File: config.mk
export PLATFORM = sky130hd
export DESIGN_NAME = pdt_ctrl
export DESIGN_NICKNAME = d
export VERILOG_FILES = /design/src/design/pdt_pkg.sv /design/src/design/pdt_ctrl.sv
export SDC_FILE = /design/constraint.sdc
export NUM_CORES = 1
export LEC_CHECK = 0
export BUFFER_PORTS_ARGS = -buffer_cell sky130_fd_sc_hd__buf_2
export CAP_MARGIN = 0
export CELL_PAD_IN_SITES_DETAIL_PLACEMENT = 1
export CELL_PAD_IN_SITES_GLOBAL_PLACEMENT = 2
export CORE_MARGIN = 4
export CORE_UTILIZATION = 15
export DETAILED_ROUTE_END_ITERATION = 10
export GPL_ROUTABILITY_DRIVEN = 0
export MAX_ROUTING_LAYER = met4
export PLACE_DENSITY = 0.78
export REMOVE_ABC_BUFFERS = 1
export SLEW_MARGIN = 20
export SYNTH_ARGS = -nofsm -noshare
export SYNTH_HDL_FRONTEND = slang
export SYNTH_SLANG_ARGS = --single-unit
File: constraint.sdc
create_clock -name clk_i -period 1.55 [get_ports clk_i]
set_input_delay 0.3875 -clock clk_i [delete_from_list [all_inputs] [get_ports clk_i]]
set_output_delay 0.3875 -clock clk_i [all_outputs]
set_load 0.005 [all_outputs]
File: src/design/pdt_pkg.sv
// Shared constants, types and helpers for the palette dictionary table.
`default_nettype none

package pdt_pkg;

  localparam int TABLE_DEPTH = 4096;
  localparam int ID_BITS     = 16;

  localparam int ADDR_W = (TABLE_DEPTH > 1) ? $clog2(TABLE_DEPTH) : 1;
  localparam int CNT_W  = $clog2(TABLE_DEPTH + 1);

  // Fixed payload widths
  localparam int CMD_W    = 2;
  localparam int SID_W    = 16;
  localparam int IDX_W    = 12;
  localparam int CNT_FW   = 13;
  localparam int BPB_W    = 4;

  typedef enum logic [CMD_W-1:0] {
    CMD_GET_ADD = 2'd0,
    CMD_LOOKUP  = 2'd1,
    CMD_READ    = 2'd2,
    CMD_CLEAR   = 2'd3
  } pdt_cmd_e;

  typedef enum logic [1:0] {
    ST_IDLE,
    ST_SCAN,
    ST_READ,
    ST_DONE
  } pdt_state_e;

  typedef struct packed {
    logic load;        // input transfer: capture payload
    logic add_sel;     // with load: command may append
    logic clear;       // with load: reinit table
    logic read_issue;  // with load: read entry at local index
    logic scan;        // walk one entry
    logic finish_scan; // resolve search result
    logic finish_read; // resolve read result
    logic push;        // move result to output register
  } pdt_ctrl_t;

  typedef struct packed {
    logic scan_hit;
    logic scan_end;
    logic out_free;
  } pdt_stat_t;

  function automatic logic [ID_BITS-1:0] to_id(input logic [SID_W-1:0] v);
    logic [ID_BITS-1:0] r;
    r = '0;
    for (int i = 0; i < ID_BITS; i++) begin
      if (i < SID_W) r[i] = v[i];
    end
    return r;
  endfunction

  function automatic logic [SID_W-1:0] from_id(input logic [ID_BITS-1:0] v);
    logic [SID_W-1:0] r;
    r = '0;
    for (int i = 0; i < SID_W; i++) begin
      if (i < ID_BITS) r[i] = v[i];
    end
    return r;
  endfunction

  function automatic logic [BPB_W-1:0] tier(input logic [CNT_FW-1:0] n);
    logic [BPB_W-1:0] r;
    if (n <= CNT_FW'(1)) r = BPB_W'(1);
    else if (n <= CNT_FW'(16)) r = BPB_W'(4);
    else if (n <= CNT_FW'(256)) r = BPB_W'(8);
    else r = BPB_W'(12);
    return r;
  endfunction

endpackage

`default_nettype wire

File: src/design/pdt_ctrl.sv
// Controller state machine: sequences accept, scan, read and result transfer.
`default_nettype none

module pdt_ctrl
  import pdt_pkg::*;
(
  input  wire logic             clk_i,
  input  wire logic             rst_ni,
  input  wire logic             in_valid_i,
  input  wire logic [CMD_W-1:0] in_command_i,
  output logic                  in_ready_o,
  input  wire pdt_stat_t        stat_i,
  output pdt_ctrl_t             ctrl_o
);

  pdt_state_e state_q, state_d;
  pdt_cmd_e   cmd;

  assign cmd = pdt_cmd_e'(in_command_i);

  always_ff @(posedge clk_i or negedge rst_ni) begin
    if (!rst_ni) begin
      state_q <= ST_IDLE;
    end else begin
      state_q <= state_d;
    end
  end

  always_comb begin
    state_d = state_q;
    case (state_q)
      ST_IDLE: begin
        if (in_valid_i) begin
          case (cmd)
            CMD_GET_ADD: state_d = ST_SCAN;
            CMD_LOOKUP:  state_d = ST_SCAN;
            CMD_READ:    state_d = ST_READ;
            CMD_CLEAR:   state_d = ST_DONE;
            default:     state_d = ST_DONE;
          endcase
        end
      end
      ST_SCAN: begin
        if (stat_i.scan_hit || stat_i.scan_end) state_d = ST_DONE;
      end
      ST_READ: state_d = ST_DONE;
      ST_DONE: begin
        if (stat_i.out_free) state_d = ST_IDLE;
      end
      default: state_d = ST_IDLE;
    endcase
  end

  always_comb begin
    in_ready_o         = (state_q == ST_IDLE);
    ctrl_o             = '0;
    ctrl_o.load        = (state_q == ST_IDLE) && in_valid_i;
    ctrl_o.add_sel     = (cmd == CMD_GET_ADD);
    ctrl_o.clear       = ctrl_o.load && (cmd == CMD_CLEAR);
    ctrl_o.read_issue  = ctrl_o.load && (cmd == CMD_READ);
    ctrl_o.scan        = (state_q == ST_SCAN);
    ctrl_o.finish_scan = (state_q == ST_SCAN) && (stat_i.scan_hit || stat_i.scan_end);
    ctrl_o.finish_read = (state_q == ST_READ);
    ctrl_o.push        = (state_q == ST_DONE) && stat_i.out_free;
  end

endmodule

`default_nettype wire

After elaboration in Yosys (flattened, before gate mapping)
Cells that the tools add are included.
{"block": "totals", "n_memories": 0, "in_bits": 8, "ff_bits": 2, "elab_cells": 25, "rom_bits": 0, "latch_bits": 0, "output_inout_bits": 9, "ram_bits": 0}
{"block": "op_classes", "n_reduce_logical": 10, "mul": 0, "add_sub_neg": 0, "n_lt_le_gt_ge": 0, "n_div": 0, "n_mux": 5, "shifts": 0, "eq_ne": 9, "n_bitwise": 0}
{"op": "2-bit == test, second input constant", "n": 4}
{"op": "2-bit one-hot mux with 4 select lines", "n": 1}
{"op": "2-bit 2-to-1 mux", "n": 3}
{"op": "2-bit one-hot mux with 3 select lines", "n": 1}
{"op": "1-bit logical AND", "n": 5}
{"op": "2-bit by 1-bit == test with 1-bit output, second input constant", "n": 2}
{"op": "2-bit zero test", "n": 2}
{"op": "2-bit != test, second input constant", "n": 2}
{"op": "3-bit AND reduction", "n": 1}
{"op": "2-bit by 1-bit != test with 1-bit output, second input constant", "n": 1}
{"op": "2-bit OR reduction", "n": 1}
{"op": "1-bit logical OR", "n": 1}

Longest topological paths before layout
Gate-level depths: netlist of the first run.
{"block": "logic_depth", "ltp_word": 5, "mapped_depth": 5, "mapped_depth_nobuf": 5}

Least setup slack after synthesis of the first run
Ideal clock, no wire load.
{"block": "synth_path", "path_kind": "register -> register", "start": "reg state_q[0]", "end": "reg state_q[0]", "stages_incl_launch_ff": 5, "t_arrival_ns": 1.473, "required_ns": 1.423, "slack_ns": -0.051, "synth_period_minus_slack_ns": 1.601, "cell_sequence": "dfrtp_1 -> inv_1 -> ha_1 -> a222oi_1 -> mux2_1"}
{"block": "synth_via", "elab_chain_len": 3}
{"element": "from (decl)", "line_no": "pdt_ctrl.sv:16", "source": "pdt_state_e state_q, state_d;"}
{"element": "from (signal assigned)", "line_no": "pdt_ctrl.sv:25", "source": "state_q <= state_d;"}
{"element": "2-bit zero test (*)"}
{"element": "via in_ready_o", "line_no": "pdt_ctrl.sv:11", "source": "output logic in_ready_o,"}
{"element": "2-bit != test (no source line)"}
{"element": "3-bit AND reduction (no source line)"}
Mark *: on every way through the listed nets, which the timed path passes. The rest lies on a longest branch.
A chain may end at the register's enable or synchronous reset.

Final worst setup path of the first run
{"block": "layout_path", "start": "reg state_q[0]", "end": "reg state_q[0]"}
{"block": "layout_via", "elab_chain_len": 3}
{"element": "2-bit by 1-bit == test with 1-bit output (tied with other cells)", "line_no": "pdt_ctrl.sv:31", "source": "case (state_q)"}
{"element": "2-bit by 1-bit != test with 1-bit output (no source line) / 2-bit != test (equally long branches)"}
{"element": "3-bit AND reduction (no source line)"}
Several ways; a longest one is shown, not always the timed one.

==> summary by stage, run 1 <==
GRT
The global routing usage summed across all routing layers is 0.0957. Entering global routing, the biggest net connects 6 pins. The first global-routing pass estimated about 1.3 mm of wire.

The number of antenna violations at the first check in global routing is 0. The number of global-route vias before repair is ~310. The total global routing overflow is 0.

Logic synthesis
Yosys mapped a number of flops with a built-in enable equal to 0. Yosys attributes the largest share of cell area to dfrtp_1, ha_1, mux2i_1. The most area-hungry cell type in the Yosys netlist is dfrtp_1. The post-synthesis register bit count is 2. The share of synthesized area in the top cell type comes to 0.238. Sorting the synthesized cells by how often they occur yields inv_1, ha_1, nor2_1. For this run, the leading register cell type out of synthesis is dfrtp_1.

A synthesized cell averages 8.76 um2. The distinct cell type count after synthesis is 12. Of the synthesized area, sequential elements account for 0.238. The async set-reset flop share out of synthesis is 1.00.

The number of warnings printed during yosys synthesis is 0. Synthesis produced a netlist whose cell count is 24. In the post-synthesis netlist, the cell with the most instances is inv_1. The post-synth design cell area is 210 um2.

Timing
Across all setup checks in the final design, the least slack found is -0.101 ns. Setup repair after global routing could not meet its margin everywhere. In the final timing run, aggregate negative setup slack is -0.290 ns. The worst hold slack is 0.483 ns. The worst clock skew is 0.00419 ns. Setup violations remaining at the end of the flow were counted as 5. The max-slew violation count is 0. The shortest period the worst path allows is 1.65 ns. For this run, the top clock speed supported by timing is 0.606 GHz.

The normalized max-slew margin is 0.795. In the finished design, the share of the clock period the worst path needs comes to 1.06. At the pin with the least slew margin, the transition time is 0.308 ns. The final number of hold-violating endpoints is 0.

Critical path
The delay contributed by the slowest stage of the critical path is 0.38 ns. The worst setup path is launched from a register. The cell at the slowest stage of the critical path is dfrtp_1. The nature of the critical path endpoint is a register. The critical path data required time is around 1.7 ns. Data on the critical path arrives at its endpoint at 1.75 ns. Of all nets on the critical path, the largest fanout is 3. The startpoint-to-endpoint class of the critical path is reg2reg. The signal on the critical path passes through inv_2 -> ha_4 -> buf_6 -> a222oi_1 -> buf_4 -> mux2_4.

Routing
In the final routed layout, each cell accounts on average for ~13 um. The overall routed net length is 880 um. For this run, design rule violations remaining after detail routing come to 0. The number of vias in the routed layout is 293. The average vias per placed instance is 4.19. In this run the remaining antenna-violating nets after routing total 0. The first routing iteration left 4 violations. The number of search-and-repair iterations in the first detailed-routing pass is 4.

CTS
In this run the number of H-tree levels came out at 1. The number of buffers added by the clock tree synthesis step is 3. The root buffer cell chosen for the clock tree is clkbuf_4. The clock reaches the later pin of the worst-skew pair after between 0.2 and 0.25 ns. The maximum buffer depth of the clock tree is 2.

The clock slew seen by the registers of the worst setup and hold paths is approximately 0.03 ns. The TritonCTS clock tree is built. The number of sinks driven by the clock tree is 2.

Floorplanning
The number of top-level pins is 17. The floorplan die width is 45.4 um. The vertical extent of the die is 45.4 um. The area of the core region is 1320 um2. The die covers approximately 2100 um2. The site row count is 13. The initial utilization of the core area, before any placement, comes to 0.160.

Final layout
The area occupied by multi-input gates is between 150 and 200 um2. The flip-flop count of the largest register, all copies and words added is 2. In the final layout, the registers with the most flip-flops are state_q: 2 flops. Across the whole layout, storage elements account for 50.0 um2. The area added between synthesis and finish is 140%. Counting the fill cells in the layout gives roughly 150. The number of standard cells in the layout, taps in and fillers out is 70. The repair_antennas step left the layout with diodes totalling 0. Counting flops per register, the top entry is state_q. The final-stage net count is slightly below 70.

The post-route cell area is 505 um2. The share of post-route cells with drive strength above 1 is 0.727.

Placed design
The placed standard-cell area is 332 um2. During placement, the flow inserted port buffers numbering 16. The post-placement setup slack is -0.117 ns. The HPWL after detailed placement is 571 um.

The instance count after placement with tap cells included is 58.

Hold path
The min-delay analysis places its worst path in the category in2async.

Run status
The final reports fail on negative setup slack. The flow ran to the end, but the final reports show violations.

Power
The leakage power total is 0.278 nW. The largest vdd supply drop is ~0.72 mV. The power per unit of standard cell area is 2000 nW/um2.

Job
The tool flagged a number of max-cap violations equal to 0.
power breakdown:
part / switching (mW) / internal (mW)
registers: 0.0240 / 0.0834
logic: 0.311 / 0.480
clock network: 0.0288 / 0.0854
total: 0.364 / 0.648
final timing paths:
check / from / to / slack (ns) / cells past startpoint
setup reg to reg: state_q[0]$_DFFE_PN0P_ / state_q[0]$_DFFE_PN0P_ / -0.10 / 6
min in group clk_i: in_command_i[1] / state_q[1]$_DFFE_PN0P_ / 0.57 / 3
hold reg to reg: state_q[0]$_DFFE_PN0P_ / state_q[0]$_DFFE_PN0P_ / 0.79 / 3
setup / recovery: state_q[0]$_DFFE_PN0P_ / state_q[0]$_DFFE_PN0P_ / -0.10 / 6
hold / removal: rst_ni / state_q[1]$_DFFE_PN0P_ / 0.48 / 2
max in group asynchronous: rst_ni / state_q[0]$_DFFE_PN0P_ / 0.97 / 2
cell type report:
class                      count  share of cell area
timing repair buffer          28               0.396
multi-input combinational     17               0.386
sequential                     2              0.0990
clock buffer                   3              0.0446
inverter                       5              0.0371
tap                           15              0.0371
cells by family after synthesis:
group / synth area share
AO/OA/AOI/OAI: 0.0774
adder cells (fa/ha/maj): 0.238
buffers and inverters: 0.0893
flip-flops: 0.238
multiplexers: 0.149
AND/OR/NAND/NOR: 0.208
repair_timing:
item | in CTS | in global routing
hold buffers | 1 | 0
buffers inserted | 8 | 0
endpoints found under the hold margin | 2 | 0
endpoints found under the setup margin | 6 | 6
pin swaps | 3 | 2
gates resized for setup | 13 | 6
stage by stage:
step | power [mW] | utilization
CTS | 0.927 | 0.361
global placement | 0.509 | 0.252
finish | 1.01 | 0.384
floorplan | 0.336 | -
detailed placement | 0.533 | 0.252
global route | 1.10 | 0.384
cell usage in the layout (no fill, tap or decap), drive strengths merged:
cell and count:
and2 2, dlygate4sd3 1, nor2 3, mux2 1, dfrtp 2, nor2b 1
a222oi 1, and3 2, inv 5, clkbuf 3, buf 27, ha 4
mux2i 2, a31oi 1
metal layers:
layer	part of all wire	global-route usage
met1	0.35	0.0811
met4	0	0.0351
met3	0.060	0.0395
met5	0	-
met2	0.59	0.181
worst max-delay path, delay by kind of cell, from the launching register on:
kind / cells / cell delay, ns
fa+ha+maj: 1 / 0.16
compound gates: 1 / 0.33
buf+inv: 3 / 0.36
mux: 1 / 0.30
flops: 1 / 0.38
(Power assumes the default switching activity.)
==> run 2: changes to the inputs <==
RECOVER_POWER = 50   (was unset)
clock period = 1.49 ns   (was 1.55 ns; I/O delays follow)
==> summary by stage, run 2 (synthesis results as in run 1) <==
Final layout
The area added between synthesis and finish is 141%. 0 antenna diodes ended up in the layout. In the final layout, flip-flops and latches occupy 50.0 um2. Leaving out fill and tap cells, the most frequent cell in the layout is buf_2. The area occupied by multi-input gates is 193 um2. The final-stage net count is 69. The top cell types in the final layout, fill and taps aside, are buf_2, buf_4, buf_6. The register with the most flip-flops is state_q. The largest registers in the layout are state_q: 2 flops. In the final layout, the share of cells above drive strength 1 is 0.691. The flip-flop count of the largest register, all copies and words added is 2. The number of fillers in the final layout is between 150 and 200.

GRT
Entering global routing, the biggest net connects 6 pins. The total global routing overflow is 0. The first global-routing pass estimated 1.30 mm of wire.

The number of antenna violations at the first check in global routing was 0. The global routing usage summed across all routing layers is 0.0973. The number of global-route vias before repair was 300.

Timing
Setup violations remaining at the end of the flow were counted as 8. The highest clock rate is between 0.6 and 0.7 GHz. After layout, the worst setup slack is -0.153 ns.

The shortest period the worst path allows is ~1.6 ns. The final critical-path share of the clock period is 1.10. Across the routed clock network, the largest skew measured is 0.00313 ns.

Adding up every negative setup slack in the final design gives -0.663 ns. The final number of hold-violating endpoints is 0. The transition time at the pin with the least slew margin is 0.406 ns. Setup repair after global routing could not meet its margin everywhere.

The worst hold slack is 0.465 ns. The worst pin sits at a relative slew slack of 0.729. The max-slew violation count is 0.

Critical path
Traced cell by cell, the critical path runs through inv_2 -> ha_4 -> and2_4 -> and3_4 -> buf_6. The count of cells along the worst register-to-register path is 4. The type of element launching the critical path is a register. The largest delay contributor family on the critical path is flip-flops. In this run the worst path has a maximum fanout of 3. The worst setup path is of the reg2out kind.

The nature of the critical path endpoint is an output port. Data on the critical path is required at its endpoint by approximately 1.1 ns. The number of buffer and inverter stages on the critical path is 2. The worst reg2reg path startpoint is state_q[0]$_DFFE_PN0P_. The setup slack on the worst flop-to-flop path is -0.08 ns. In this run the critical register-to-register path is captured at state_q[0]$_DFFE_PN0P_. The delay contributed by the slowest stage of the critical path is 0.39 ns.

In this run the worst setup path begins at state_q[0]$_DFFE_PN0P_. At the worst endpoint, the arrival time is 1.27 ns. The cell at the slowest stage of the critical path is dfrtp_1.

Routing
Dividing the detail-routed wire length by the instance count gives 11.7 um. The post-route DRC violation count is 0. The initial DRC count is 10.

After detailed routing, the total wire length is 816 um. The first TritonRoute pass finished after 4 iterations. Using the TritonRoute via totals, the vias-per-cell ratio works out to 4.14. The number of vias in the routed layout is between 200 and 300. The antenna violation net count after detailed routing is 0.

Power
The share of total power dissipated in sequential elements is 0.114. The fraction of power spent switching nets is 0.360. Dividing total power by cell area gives a power density of roughly 1900 nW/um2. Of the total power, combinational logic draws 0.762.

The portion of total power attributed to the clock network is 0.125. The leakage power total is 0.268 nW. The largest vdd supply drop is 0.685 mV.

In this run the power spent charging and discharging nets is 347 uW. The internal power summed over all cells is 618 uW.

Run status
The run finished, with violations left. The checks that failed: negative setup slack.

Placed design
Once detailed placement completed, the half-perimeter wirelength came to 553 um. Input and output buffers added on the ports amount to 16.

Floorplanning
The core region is 1320 um2. The initial core utilization is 0.160. The die is between 40 and 50 um wide. In this run the count of I/O pins placed on the die edge is 17.

The floorplan step defined a die boundary enclosing 2060 um2. The site row count is 13. The vertical extent of the die is 45.4 um.

Job
The max-capacitance violation count is 0.

CTS
TritonCTS created 3 clock buffers. TritonCTS built the clock tree. The H-tree depth is 1. No sink is reached through more buffers than the 2 on the longest clock path. The clock latency at the later pin of the worst-skew pair is 0.23 ns. The root buffer cell chosen for the clock tree is clkbuf_4. The clock slew seen by the registers of the worst setup and hold paths is approximately 0.03 ns.

The tree built by TritonCTS fans out to 2 sinks.

Hold path
The class of the tightest hold or removal check is in2async.
## run 2: changes by cell type in the layout (fill, tap and decap cells not counted), sizes merged
cell,delta
clkbuf,+1
buf,-1
## run 2: repair_timing
action,CTS,global route
hold buffers,1,0
setup buffers,5,3
resized for setup,12,6
pin swaps,6,2
setup endpoints to repair,8,9
hold endpoints to repair,2,0
## run 2: worst max-delay path by stage
stage | cells after the start | slack, ns | endpoint
2_1_floorplan | 4 | -0.11 | state_q[0]$_DFFE_PN0P_
3_3_place_gp | 4 | -0.05 | state_q[0]$_DFFE_PN0P_
4_1_cts | 5 | -0.13 | ctrl_o[4]
6_report | 5 | -0.15 | ctrl_o[5]
5_1_grt | 5 | -0.22 | ctrl_o[5]
3_5_place_dp | 4 | -0.13 | state_q[0]$_DFFE_PN0P_
## run 2: metal layers
| layer | track usage | routed length [um] | vias up |
|---|---|---|---|
| met5 | - | 0 | - |
| met4 | 0.0526 | 0 | 0 |
| met3 | 0.0553 | 74 | 0 |
| met2 | 0.167 | 450 | 9 |
| met1 | 0.0810 | 290 | 134 |
| li1 | - | - | 147 |
## run 2: metrics by stage
stage,power (mW),area [um2],util,instances,setup slack (ns)
finish,0.966,507,0.385,70,-0.153
floorplan,0.350,210,-,24,-0.111
detailed placement,0.581,347,0.263,60,-0.127
global placement,0.567,347,0.263,60,-0.0531
CTS,0.897,463,0.351,69,-0.129
global route,1.06,507,0.385,70,-0.219
## run 2: final cells by class
type,count,area share
sequential,2,0.0988
timing repair buffer,28,0.402
multi-input combinational,17,0.380
clock buffer,3,0.0444
tap,15,0.0370
inverter,5,0.0370
## run 2: power by group through the flow
stage | registers (mW) | clock network, mW | logic (mW)
final | 0.110 | 0.120 | 0.735
after floorplan | 0.107 | 0 | 0.243
after CTS | 0.107 | 0.131 | 0.659
after detailed placement | 0.113 | 0 | 0.469
after global routing | 0.113 | 0.139 | 0.811
after global placement | 0.110 | 0 | 0.456
## run 2: worst register-to-register path, delay by kind of cell (launching register included)
family,cells,cell delay (ns)
compound gates,1,0.40
fa+ha+maj,1,0.14
buf+inv,1,0.14
flops,1,0.39
mux,1,0.37
==> run 3: changes to the inputs <==
--- a/constraint.sdc
+++ b/constraint.sdc
@@ -3,2 +3,2 @@
 set_output_delay 0.3725 -clock clk_i [all_outputs]
-set_load 0.005 [all_outputs]
+set_load 0.02 [all_outputs]
==> summary by stage, run 3 (synthesis results as in run 1) <==
Run status
The run finished, with violations left. The final reports fail on negative setup slack.

Critical path
The type of element launching the critical path is a register. The worst setup path is of the reg2out kind. Of all nets on the critical path, the largest fanout is 3. For the worst setup path, the data arrival time is 1.29 ns. The critical path data required time is 1.12 ns. The worst setup path is captured at an output port.

GRT
In the global route stage, overall resource usage came out at 0.103. The largest net degree at the start of global routing is 6. The number of antenna violations at the first check in global routing came to 0.

The number of global-route vias before repair is 314. The global-route wire length before repair is 1.39 mm. For this run the aggregate overflow at the end of global routing stands at 0.

Final layout
0 antenna diodes ended up in the layout. In the final design database the tool counted between 60 and 70 nets. The share of post-route cells with drive strength above 1 is 0.679. The register with the most flip-flops in the layout has 2 of them. In the layout the commonest cells are buf_2, buf_4, buf_6.

The register with the most flip-flops is state_q. The number of standard cells in the layout, taps in and fillers out is 68. Counting the fill cells in the layout gives 166.

The area added between synthesis and finish is 132%. The finished cells cover 487 um2. The largest registers in the layout are state_q: 2 flops.

Placed design
The post-placement setup slack is -0.127 ns. After detailed placement, the design holds a cell count of 60. Input and output buffers added on the ports amount to 16. The placed standard-cell area is 347 um2. The HPWL after detailed placement is 553 um.

Routing
The number of vias in the routed layout is approximately 280. The initial DRC count is 4. The number of search-and-repair iterations in the first detailed-routing pass is 5. The overall routed net length is 796 um. In the routed layout, each cell is associated on average with a via count of 4.16. The post-route DRC violation count is 0. Once detail routing completed, the nets flagged for antenna violations numbered 0. Dividing the detail-routed wire length by the instance count gives ~12 um.

CTS
The H-tree depth is 1. The clock slew seen by the registers of the worst setup and hold paths is 0.03 ns. The clock root buffer master is clkbuf_4. The TritonCTS clock tree is built. For the worst-skew pair, the clock arrives at the later sink with an insertion delay of 0.23 ns.

The number of sinks driven by the clock tree is 2. The longest clock path from root to sink contains 2 buffers. The number of clock buffers added by TritonCTS is 3.

Hold path
The path class of the tightest hold or removal check is in2async.

Timing
The setup TNS is -0.779 ns. Subtracting the final worst setup slack from the clock period gives 1.66 ns. The final number of hold-violating endpoints is 0.

The worst setup margin is -0.172 ns. Setup repair after global routing could not meet its margin everywhere. For the final database, setup skew stands at 0.00292 ns.

The transition time at the pin with the least slew margin is 0.415 ns. The highest clock rate is 0.602 GHz. In this run the tightest slew margin relative to its limit is 0.723. The number of setup violations in the final report is 7.

The final critical-path share of the clock period is 1.12. The max-slew violation count is 0.

Power
The leakage power total is around 0.26 nW. For this design the ratio of total power to cell area is 2080 nW/um2. The total power of the final layout is about 1.0 mW.

VDD sags by at most 0.700 mV.

Job
The tool flagged a number of max-cap violations equal to 0.

Floorplanning
The vertical extent of the die is 45.4 um. The floorplan die width is 45.4 um. The full die area is 2060 um2. The number of top-level pins is 17. For this configuration, the core starts out at a cell density of 0.160.

The site row count is 13. The core region is 1320 um2.
-- run 3: timing repair --
action / in CTS / in global routing
hold endpoints to repair: 2 / 0
pin swaps: 2 / 3
resized for setup: 18 / 5
endpoints found under the setup margin: 10 / 10
setup buffers: 4 / 1
hold buffers: 1 / 0
-- run 3: cell type report --
class                      instances  area (um2)  area share
multi-input combinational         17         183       0.375
sequential                         2        50.0       0.103
inverter                           5        18.8      0.0386
clock buffer                       3        22.5      0.0463
timing repair buffer              26         194       0.398
tap                               15        18.8      0.0386
-- run 3: final timing paths --
| path | start | to | slack [ns] | cells past startpoint |
|---|---|---|---|---|
| worst max-delay path | state_q[1]$_DFFE_PN0P_ | ctrl_o[4] | -0.17 | 5 |
| worst min-delay path | rst_ni | state_q[0]$_DFFE_PN0P_ | 0.46 | 2 |
| worst max register to register | state_q[1]$_DFFE_PN0P_ | state_q[0]$_DFFE_PN0P_ | -0.12 | 5 |
| max in group asynchronous | rst_ni | state_q[1]$_DFFE_PN0P_ | 0.89 | 2 |
| min in group clk_i | in_command_i[1] | state_q[1]$_DFFE_PN0P_ | 0.55 | 3 |
| worst min register to register | state_q[0]$_DFFE_PN0P_ | state_q[0]$_DFFE_PN0P_ | 0.64 | 2 |
-- run 3: critical path, stage by stage, from the launching register on --
cell and delay (ns):
dfrtp_1 0.38, inv_2 0.10, ha_4 0.14, and2_4 0.16, and3_4 0.18, buf_6 0.11
-- run 3: per-stage QoR --
| stage | utilization | hold WS, ns |
|---|---|---|
| after floorplan | - | 0.0769 |
| final | 0.369 | 0.465 |
| after global routing | 0.369 | 0.466 |
| after CTS | 0.351 | 0.454 |
| after detailed placement | 0.263 | 0.162 |
| after global placement | 0.263 | 0.161 |
-- run 3: report_power, final --
part           leakage [nW]  switching [mW]  internal (mW)
Sequential           0.0229          0.0206         0.0868
Clock                0.0138          0.0312         0.0888
Combinational         0.219           0.357          0.429
Total                 0.256           0.409          0.604
-- run 3: metal layers --
metal	routed length, um	part of all wire	global-route usage
met5	0	0	-
met4	21	0.026	0.0760
met3	74	0.093	0.0593
met2	435	0.55	0.173
met1	265	0.33	0.0810
